$ cat src/rtl/round_robin_interval_task_scheduler_core_defines.svh
// Assertion macros for the task scheduler core.
`ifndef ROUND_ROBIN_INTERVAL_TASK_SCHEDULER_CORE_DEFINES_SVH
`define ROUND_ROBIN_INTERVAL_TASK_SCHEDULER_CORE_DEFINES_SVH

// Property checked on every clock edge outside reset.
`define RRTS_ASSERT(label, clk, rst_n, prop, msg) \
  label: assert property (@(posedge clk) disable iff (!rst_n) prop) else $error(msg);

// Property checked on every clock edge, reset included.
`define RRTS_ASSERT_ALWAYS(label, clk, prop, msg) \
  label: assert property (@(posedge clk) prop) else $error(msg);

`endif

$ cat src/rtl/rrts_pkg.sv
// Types and constants for the task scheduler core.
`timescale 1ns / 1ps
package rrts_pkg;

  localparam int unsigned IdW   = 32;
  localparam int unsigned TimeW = 27;
  localparam int unsigned CmdW  = 3;
  localparam int unsigned StW   = 3;

  typedef enum logic [CmdW-1:0] {
    CMD_RUN        = 3'd0,
    CMD_RUN_FORCED = 3'd1,
    CMD_RUN_SINGLE = 3'd2,
    CMD_ADD        = 3'd3,
    CMD_DELETE     = 3'd4,
    CMD_SET_ACTIVE = 3'd5,
    CMD_SET_IVL    = 3'd6,
    CMD_UNUSED     = 3'd7
  } cmd_t;

  typedef enum logic [StW-1:0] {
    ST_OK        = 3'd0,
    ST_NOT_FOUND = 3'd1,
    ST_FULL      = 3'd2,
    ST_NONE      = 3'd3,
    ST_DISABLED  = 3'd4
  } status_t;

  typedef enum logic [6:0] {
    S_IDLE  = 7'b0000001,
    S_FIND  = 7'b0000010,
    S_SCAN  = 7'b0000100,
    S_SHIFT = 7'b0001000,
    S_VISIT = 7'b0010000,
    S_WRITE = 7'b0100000,
    S_OUT   = 7'b1000000
  } state_t;

endpackage

$ cat src/rtl/round_robin_interval_task_scheduler_core.sv
// Top level of the round-robin interval task scheduler.
//
// channel | ports        | dir | payload
// --------+--------------+-----+----------------------------------------------
// in      | in_t*        | in  | command, task_id, interval_ms, active_flag,
//         |              |     | now_ms, cursor_reset
// out     | out_t*       | out | status, result_id, fired, old_interval,
//         |              |     | old_active
// cfg     | cfg_we/wdata | in  | enabled
//
// One item at a time. Lookups walk the table one entry per cycle through a
// single ID comparator; delete then shifts each later entry down one place;
// an add whose ID counter wraps rescans the table for a free ID.
// Reset clears counts, cursor, counter and enable; table contents are kept.
// A pending result stalls the input side until out_tready takes it.
`timescale 1ns / 1ps
`include "round_robin_interval_task_scheduler_core_defines.svh"
module round_robin_interval_task_scheduler_core
  import rrts_pkg::*;
#(
  parameter int unsigned MAX_TASKS = 16
) (
  input  logic         clk,
  input  logic         rst_n,
  input  logic         in_tvalid,
  output logic         in_tready,
  // [2:0] command, [34:3] task_id, [61:35] interval_ms, [62] active_flag,
  // [89:63] now_ms, [90] cursor_reset, [95:91] zero
  input  logic [95:0]  in_tdata,
  output logic         out_tvalid,
  input  logic         out_tready,
  // [2:0] status, [34:3] result_id, [35] fired, [62:36] old_interval,
  // [63] old_active
  output logic [63:0]  out_tdata,
  input  logic         cfg_we,
  input  logic         cfg_wdata
);

  localparam int unsigned IW = (MAX_TASKS > 1) ? $clog2(MAX_TASKS) : 1;
  localparam int unsigned CW = $clog2(MAX_TASKS + 1);

  logic [IdW-1:0]   mem_id   [MAX_TASKS];
  logic [TimeW-1:0] mem_ivl  [MAX_TASKS];
  logic [TimeW-1:0] mem_last [MAX_TASKS];
  logic             mem_act  [MAX_TASKS];

  state_t state_r, state_nxt;
  logic [CW-1:0]    count_r, count_nxt, cursor_r, cursor_nxt, idx_r, idx_nxt;
  logic [IdW-1:0]   ctr_r, ctr_nxt, cand_r, cand_nxt;
  logic             en_r;
  cmd_t             cmd_r;
  logic [IdW-1:0]   tid_r;
  logic [TimeW-1:0] ivl_r, now_r;
  logic             act_r;
  logic [CW-1:0]    slot_r, slot_nxt;

  status_t          o_st_r, o_st_nxt;
  logic [IdW-1:0]   o_id_r, o_id_nxt;
  logic             o_fire_r, o_fire_nxt;
  logic [TimeW-1:0] o_oivl_r, o_oivl_nxt;
  logic             o_oact_r, o_oact_nxt;

  // shared read port
  logic [IW-1:0]    rd_a;
  logic [IdW-1:0]   rd_id;
  logic [TimeW-1:0] rd_ivl, rd_last, last_eff;
  logic             rd_act, id_hit;

  // single write port
  logic             wr_en;
  logic [IW-1:0]    wr_a;
  logic [IdW-1:0]   wr_id;
  logic [TimeW-1:0] wr_ivl, wr_last;
  logic             wr_act;

  assign rd_a    = idx_r[IW-1:0];
  assign rd_id   = mem_id[rd_a];
  assign rd_ivl  = mem_ivl[rd_a];
  assign rd_last = mem_last[rd_a];
  assign rd_act  = mem_act[rd_a];
  assign id_hit  = (rd_id == (cmd_r == CMD_ADD ? cand_r : tid_r));
  assign last_eff = (rd_last == '0 || now_r < rd_last) ? now_r : rd_last;

  assign in_tready  = (state_r == S_IDLE);
  assign out_tvalid = (state_r == S_OUT);
  assign out_tdata  = {o_oact_r, o_oivl_r, o_fire_r, o_id_r, o_st_r};

  always_comb begin
    state_nxt  = state_r;
    count_nxt  = count_r;
    cursor_nxt = cursor_r;
    idx_nxt    = idx_r;
    ctr_nxt    = ctr_r;
    cand_nxt   = cand_r;
    slot_nxt   = slot_r;
    o_st_nxt   = o_st_r;
    o_id_nxt   = o_id_r;
    o_fire_nxt = o_fire_r;
    o_oivl_nxt = o_oivl_r;
    o_oact_nxt = o_oact_r;
    wr_en   = 1'b0;
    wr_a    = rd_a;
    wr_id   = rd_id;
    wr_ivl  = rd_ivl;
    wr_last = rd_last;
    wr_act  = rd_act;
    unique case (state_r)
      S_IDLE: begin
        if (in_tvalid) begin
          o_st_nxt   = ST_OK;
          o_id_nxt   = '0;
          o_fire_nxt = 1'b0;
          o_oivl_nxt = '0;
          o_oact_nxt = 1'b0;
          idx_nxt    = '0;
          state_nxt  = S_OUT;
          unique case (cmd_t'(in_tdata[2:0]))
            CMD_RUN, CMD_RUN_FORCED: begin
              if (in_tdata[2:0] == CMD_RUN && !en_r) begin
                o_st_nxt = ST_DISABLED;
              end else if (cursor_r < count_r) begin
                idx_nxt   = cursor_r;
                state_nxt = S_VISIT;
              end else begin
                o_st_nxt = ST_NONE;
                if (count_r != '0) cursor_nxt = '0;
              end
            end
            CMD_ADD: begin
              if (count_r >= CW'(MAX_TASKS)) begin
                o_st_nxt = ST_FULL;
              end else if (count_r == '0) begin
                cand_nxt  = IdW'(1);
                ctr_nxt   = IdW'(1);
                state_nxt = S_WRITE;
              end else begin
                cand_nxt  = ctr_r + IdW'(1);
                ctr_nxt   = ctr_r + IdW'(1);
                state_nxt = (ctr_r + IdW'(1) == '0) ? S_SCAN : S_WRITE;
              end
            end
            CMD_SET_IVL: begin
              if (in_tdata[90]) begin
                if (cursor_r >= count_r) cursor_nxt = '0;
              end else begin
                state_nxt = S_FIND;
              end
            end
            CMD_UNUSED: o_st_nxt = ST_NONE;
            default: state_nxt = S_FIND;
          endcase
        end
      end
      S_FIND: begin
        if (idx_r >= count_r) begin
          o_st_nxt  = ST_NOT_FOUND;
          state_nxt = S_OUT;
        end else if (id_hit) begin
          o_id_nxt  = tid_r;
          state_nxt = S_OUT;
          unique case (cmd_r)
            CMD_RUN_SINGLE: o_fire_nxt = 1'b1;
            CMD_SET_ACTIVE: begin
              o_oact_nxt = rd_act;
              wr_en  = 1'b1;
              wr_act = act_r;
            end
            CMD_SET_IVL: begin
              o_oivl_nxt = rd_ivl;
              wr_en  = 1'b1;
              wr_ivl = ivl_r;
            end
            CMD_DELETE: begin
              slot_nxt  = idx_r;
              state_nxt = S_SHIFT;
            end
            default: ;
          endcase
        end else begin
          idx_nxt = idx_r + CW'(1);
        end
      end
      S_SHIFT: begin
        // idx_r points at the entry to move down one place
        if (slot_r + CW'(1) >= count_r) begin
          count_nxt = count_r - CW'(1);
          state_nxt = S_OUT;
        end else begin
          idx_nxt = slot_r + CW'(1);
          if (idx_r == slot_r + CW'(1)) begin
            wr_en = 1'b1;
            wr_a  = slot_r[IW-1:0];
            slot_nxt = slot_r + CW'(1);
          end
        end
      end
      S_SCAN: begin
        if (idx_r >= count_r) begin
          state_nxt = S_WRITE;
        end else if (id_hit) begin
          cand_nxt = cand_r + IdW'(1);
          idx_nxt  = '0;
        end else begin
          idx_nxt = idx_r + CW'(1);
          if (ctr_r < cand_r) ctr_nxt = cand_r;
        end
      end
      S_WRITE: begin
        wr_en   = 1'b1;
        wr_a    = count_r[IW-1:0];
        wr_id   = cand_r;
        wr_ivl  = ivl_r;
        wr_last = now_r;
        wr_act  = act_r;
        count_nxt = count_r + CW'(1);
        o_id_nxt  = cand_r;
        state_nxt = S_OUT;
      end
      S_VISIT: begin
        wr_en   = 1'b1;
        wr_last = last_eff;
        if (rd_act && (rd_ivl == '0 || (now_r - last_eff) >= rd_ivl)) begin
          o_fire_nxt = 1'b1;
          wr_last    = now_r;
        end
        o_id_nxt   = rd_id;
        cursor_nxt = cursor_r + CW'(1);
        state_nxt  = S_OUT;
      end
      S_OUT: begin
        if (out_tready) state_nxt = S_IDLE;
      end
      default: state_nxt = S_IDLE;
    endcase
  end

  always_ff @(posedge clk) begin
    if (wr_en) begin
      mem_id[wr_a]   <= wr_id;
      mem_ivl[wr_a]  <= wr_ivl;
      mem_last[wr_a] <= wr_last;
      mem_act[wr_a]  <= wr_act;
    end
  end

  always_ff @(posedge clk) begin
    if (!rst_n) begin
      state_r  <= S_IDLE;
      count_r  <= '0;
      cursor_r <= '0;
      ctr_r    <= '0;
      en_r     <= 1'b0;
    end else begin
      state_r  <= state_nxt;
      count_r  <= count_nxt;
      cursor_r <= cursor_nxt;
      ctr_r    <= ctr_nxt;
      if (cfg_we) en_r <= cfg_wdata;
    end
  end

  always_ff @(posedge clk) begin
    idx_r    <= idx_nxt;
    cand_r   <= cand_nxt;
    slot_r   <= slot_nxt;
    o_st_r   <= o_st_nxt;
    o_id_r   <= o_id_nxt;
    o_fire_r <= o_fire_nxt;
    o_oivl_r <= o_oivl_nxt;
    o_oact_r <= o_oact_nxt;
    if (in_tvalid && in_tready) begin
      cmd_r  <= cmd_t'(in_tdata[2:0]);
      tid_r  <= in_tdata[34:3];
      ivl_r  <= in_tdata[61:35];
      act_r  <= in_tdata[62];
      now_r  <= in_tdata[89:63];
    end
  end

  `RRTS_ASSERT(a_count_max, clk, rst_n, count_r <= CW'(MAX_TASKS), "entry count over capacity")
  `RRTS_ASSERT(a_ready_out, clk, rst_n, !(in_tready && out_tvalid), "ready while result pending")
  `RRTS_ASSERT(a_add_grow, clk, rst_n, (state_r == S_WRITE) |=> (count_r == $past(count_r) + CW'(1)), "add did not grow table")
  `RRTS_ASSERT(a_state_hot, clk, rst_n, $onehot(state_r), "state not one-hot")

endmodule

$ cat config.mk
export PLATFORM = sky130hd
export DESIGN_NAME = round_robin_interval_task_scheduler_core
export DESIGN_NICKNAME = d
export VERILOG_FILES = /design/src/rtl/rrts_pkg.sv /design/src/rtl/round_robin_interval_task_scheduler_core.sv
export VERILOG_INCLUDE_DIRS = /design/src /design/src/rtl
export SDC_FILE = /design/constraint.sdc
export NUM_CORES = 2
export LEC_CHECK = 0
export BUFFER_PORTS_ARGS = -buffer_cell sky130_fd_sc_hd__clkbuf_2
export CORE_ASPECT_RATIO = 1.5
export CORE_MARGIN = 4
export CORE_UTILIZATION = 63
export DETAILED_ROUTE_END_ITERATION = 6
export GPL_TIMING_DRIVEN = 0
export PLACE_DENSITY = 0.8
export SYNTH_ARGS = -nofsm -noshare
export SYNTH_HDL_FRONTEND = slang
export SYNTH_SLANG_ARGS = --single-unit
$ cat constraint.sdc
create_clock -name clk -period 12 [get_ports clk]
set_input_delay 2.4 -clock clk [delete_from_list [all_inputs] [get_ports clk]]
set_output_delay 2.4 -clock clk [all_outputs]
set_load 0.02 [all_outputs]
==> impl_metrics.csv <==
group,metric,value,unit
grt,groute.usage.overall,0.384,
cts,clk-insertion-delay-late,0.81,ns
power_and_ir_drop,power.internal,11800,uW
layout,ff_latch_area,48800,sq um
timing,timing_worst_slew_pin_value,1.47,ns
critical_path,timing.critical_path.fanout_max,16,
power_and_ir_drop,vdd_ir_drop_max,0.153,mV
layout,drive_above_1_share,0.223,
timing,timing.final.crit_period,11.82,ns
timing,finish_stage_setup_viols,0,
yosys,postSynthNetCount,4355,
critical_path,cp_slowest_stage_delay,0.59,ns
detailed_routing,wire_length_reported_by_the_detailed_router,222,mm
grt,grt_pass1_wl,315,mm
hold_path,worst_hold_path_type,"reg2reg",
floorplan,floorplan.initialDensity,0.636,
detailed_routing,route.antenna.remaining_nets,0,
flow_run,max_cap_check_violation_count,0,
grt,grt_pass1_vias,43600,
timing,rsz_0062_raised_after_global_routing,"false",
place,dpl-instance-area,74500,sq um
yosys,synthDistinctLibCells,78,
yosys,syn_avg_cell_area,17.1,sq um
power_and_ir_drop,switching_share,0.333,
grt,initial_antenna_violation_count,6,
floorplan,dieWidth,281,microns
floorplan,die_y,417,microns
cts,clock_sinks,1642,
critical_path,timing.rr.end,"mem_last[0][20]",
critical_path,worstPathArrival,12.30,ns
cts,ctsHtreeMaxLevel,4,
critical_path,timing.critical_path.from_type,"register",
timing,drv_slew,0,
yosys,syn_area,70200,sq um
yosys,postSynth.topFlopCell,"sky130_fd_sc_hd__edfxtp_1",
detailed_routing,dr.first_iter.drc_count,6430,
power_and_ir_drop,power.share.clock,0.269,
critical_path,worst-r2r-cell-count,38,
timing,finalHoldViolations,0,
power_and_ir_drop,power.share.combinational,0.310,
power_and_ir_drop,power-per-cell-area,223,nW/um^2
critical_path,crit_path_top_delay_cell,"sky130_fd_sc_hd__mux4_2",
layout,area_delta_synth_final,13.1,%
yosys,post_synth_edffs,1588,
place,place_congestion,1.01,
detailed_routing,num_vias,43200,
power_and_ir_drop,leakagePower,0.0267,uW
floorplan,num_io_pins,168,
floorplan,dieArea,117000,sq um
critical_path,endpoint_required_time_on_the_critical_path,12.47,ns
place,portBuffers,161,
place,half_perimeter_wire_length_after_placement,148,mm
layout,multi_input_comb_area,20200,sq um
detailed_routing,routed_via_count_divided_by_cell_count,7.12,
yosys,number_of_warnings_reported_in_the_yosys_synthesis_log,0,
power_and_ir_drop,switchingPower,5900,uW
run_status,failed_checks,"design-rule violations",
detailed_routing,drt-wirelength-per-cell,36.6,microns
yosys,synth_seq_cells,1642,
floorplan,placeableCoreArea,110000,sq um
grt,grt_remaining_overflow,0,
hold_path,hold_path.startpoint,"cursor_r[4]",
floorplan,rows,149,
cts,cts_tree,"done",
timing,fmax,84.6,MHz
yosys,synthArstFlopShare,0,
timing,timing.clock.skew,0.0354,ns
cts,cts.reportedPaths.clkPinSlew,0.06,ns
critical_path,timing.critical_path.to_type,"register",
hold_path,timing.hold.worst_endpoint,"cursor_r[4]",
detailed_routing,detail_route.first_pass.iterations,7,
critical_path,criticalPathCategory,"reg2reg",
detailed_routing,post-route-drc-count,2,
critical_path,r2r_setup_slack,0.18,ns
yosys,synth_cells,4114,
timing,period_share,0.985,
grt,grt_start_max_net_pins,55,
timing,totalNegativeSetupSlack,0,ns
cts,cts_hold_repair.buffers,0,
timing,slew_headroom,0.0230,
cts,clockRootBuffer,"sky130_fd_sc_hd__clkbuf_16",
cts,clockBufferDepth,3,
hold_path,hold-path-cell-count,1,
layout,stdcell_area,79500,sq um
yosys,synth.yosys.seq_area_share,0.694,
cts,cts-buffers-inserted,147,
power_and_ir_drop,p_seq_frac,0.421,
layout,num-fill-cells,6463,
run_status,outcome,"finished, violations left",
layout,layout.nets,4748,
## layout make-up
cell class              count  area share
multi-input cells        2139       0.254
well taps                1434      0.0226
clock inverters            99      0.0129
clock buffers             171      0.0474
inverters                 132     0.00627
repair buffers            245      0.0304
plain buffers             200      0.0129
diodes                      1   0.0000315
flip-flops and latches   1642       0.614
## through the flow
step                       util  power, uW  instances  setup WS [ns]  hold WS (ns)
final                     0.720      17700       6063          0.179         0.522
after global routing      0.720      18200       6062         0.0276         0.543
after CTS                 0.719      17500       6058        0.00892         0.515
after detailed placement  0.675      12800       5789         -0.936         0.500
after global placement    0.660      12600       5709          -3.33         0.496
after floorplan               -      10900       4114           2.96         0.453
## power groups by stage
stage,combinational [uW],clock (uW),sequential (uW)
after CTS,5310,4760,7440
after global routing,5770,5030,7440
final,5490,4760,7440
after floorplan,3370,0,7560
after global placement,4980,0,7580
after detailed placement,5210,0,7570
## placed cells by master (no fill, tap or decap), types with 21 or more instances in the layout
master	synthesis	final
sky130_fd_sc_hd__xor2_1	46	46
sky130_fd_sc_hd__a21oi_1	124	124
sky130_fd_sc_hd__buf_4	19	37
sky130_fd_sc_hd__clkbuf_2	2	175
sky130_fd_sc_hd__a22oi_1	32	32
sky130_fd_sc_hd__a221oi_1	26	26
sky130_fd_sc_hd__nand2_1	255	255
sky130_fd_sc_hd__mux4_2	370	370
sky130_fd_sc_hd__inv_1	130	129
sky130_fd_sc_hd__o22ai_1	38	38
sky130_fd_sc_hd__nor2_1	229	213
sky130_fd_sc_hd__ha_1	137	137
sky130_fd_sc_hd__mux2i_1	99	98
sky130_fd_sc_hd__buf_2	60	49
sky130_fd_sc_hd__clkbuf_16	0	147
sky130_fd_sc_hd__clkinv_1	1	26
sky130_fd_sc_hd__nor3_1	34	34
sky130_fd_sc_hd__clkinv_2	0	30
sky130_fd_sc_hd__xnor2_1	91	91
sky130_fd_sc_hd__and3_1	22	22
sky130_fd_sc_hd__nand4_1	38	38
sky130_fd_sc_hd__o21ai_0	148	110
sky130_fd_sc_hd__o211ai_1	21	21
sky130_fd_sc_hd__buf_1	27	22
sky130_fd_sc_hd__clkbuf_1	86	96
sky130_fd_sc_hd__o21ai_1	3	41
sky130_fd_sc_hd__nor2b_1	22	22
sky130_fd_sc_hd__dfxtp_1	54	54
sky130_fd_sc_hd__edfxtp_1	1588	1588
sky130_fd_sc_hd__a21o_1	51	51
sky130_fd_sc_hd__mux2_2	45	45
sky130_fd_sc_hd__nand3_1	92	92
sky130_fd_sc_hd__buf_12	0	58
## state kept, by name (all words and copies together), names as in the netlist, named ones only
signal    count
mem_ivl     432
idx_r         5
o_id_r       32
o_oact_r      1
act_r         1
slot_r        5
ctr_r        32
cand_r       32
o_oivl_r     27
o_st_r        3
cmd_r         3
o_fire_r      1
mem_id      512
count_r       5
mem_act      16
cursor_r      5
state_r       7
en_r          1
mem_last    432
tid_r        32
now_r        27
ivl_r        27
## cells in the mapped netlist, types with 7 or more instances
master,instances,area share
sky130_fd_sc_hd__clkbuf_1,86,0.0046
sky130_fd_sc_hd__mux4_2,370,0.12
sky130_fd_sc_hd__nor2_1,229,0.012
sky130_fd_sc_hd__xor2_1,46,0.0057
sky130_fd_sc_hd__nand2b_1,11,0.00098
sky130_fd_sc_hd__o22ai_1,38,0.0034
sky130_fd_sc_hd__ha_1,137,0.024
sky130_fd_sc_hd__a31oi_1,20,0.0018
sky130_fd_sc_hd__o211ai_1,21,0.0022
sky130_fd_sc_hd__and3_1,22,0.0020
sky130_fd_sc_hd__nand3_1,92,0.0066
sky130_fd_sc_hd__inv_1,130,0.0069
sky130_fd_sc_hd__xnor2_1,91,0.011
sky130_fd_sc_hd__and2_1,17,0.0015
sky130_fd_sc_hd__a221oi_1,26,0.0032
sky130_fd_sc_hd__buf_6,7,0.0011
sky130_fd_sc_hd__buf_4,19,0.0020
sky130_fd_sc_hd__nor4_1,19,0.0017
sky130_fd_sc_hd__mux2_2,45,0.0072
sky130_fd_sc_hd__o21ai_0,148,0.011
sky130_fd_sc_hd__a22oi_1,32,0.0034
sky130_fd_sc_hd__nor2b_1,22,0.0020
sky130_fd_sc_hd__nand4_1,38,0.0034
sky130_fd_sc_hd__nand2_1,255,0.014
sky130_fd_sc_hd__mux2i_1,99,0.014
sky130_fd_sc_hd__nor3_1,34,0.0024
sky130_fd_sc_hd__a21o_1,51,0.0055
sky130_fd_sc_hd__buf_2,60,0.0043
sky130_fd_sc_hd__or2_2,11,0.00098
sky130_fd_sc_hd__dfxtp_1,54,0.015
sky130_fd_sc_hd__a21oi_1,124,0.0088
sky130_fd_sc_hd__edfxtp_1,1588,0.68
sky130_fd_sc_hd__buf_1,27,0.0014
sky130_fd_sc_hd__a211oi_1,20,0.0021
sky130_fd_sc_hd__o21a_1,15,0.0016
## logic make-up after synthesis
family | after synthesis | share of synthesized area
compound gates | 564 | 0.0517
xor+xnor | 137 | 0.0171
fa+ha+maj | 139 | 0.0250
buf+inv | 333 | 0.0207
flops | 1642 | 0.694
mux | 515 | 0.140
simple gates | 784 | 0.0511
## worst max path at each step
stage / to / slack [ns] / depth (start not counted)
after floorplan: mem_last[0][10] / 2.96 / 41
after global placement: mem_id[10][3] / -3.33 / 14
after detailed placement: mem_last[14][20] / -0.94 / 41
after CTS: mem_last[0][20] / 0.009 / 41
after global routing: mem_last[4][14] / 0.03 / 42
final: mem_last[0][20] / 0.18 / 38
## per-layer routing
metal  part of all wire  track usage
met1               0.31        0.444
met2               0.49        0.629
met3               0.11       0.0932
met4              0.094        0.280
met5            0.00012            0
## what timing repair did
action,in CTS,in global routing
setup buffers,0,0
endpoints found under the setup margin,432,320
resized for setup,35,7
pin swaps,0,0
## worst max-delay path, delay by kind of cell (launching register included)
kind,cells,cell delay [ns]
mux,4,1.85
simple gates,9,1.56
buf+inv,10,3.48
xor+xnor,1,0.16
flops,1,0.42
compound gates,11,3.16
fa+ha+maj,3,0.77
Note: power is estimated with default switching activity, not from simulation.
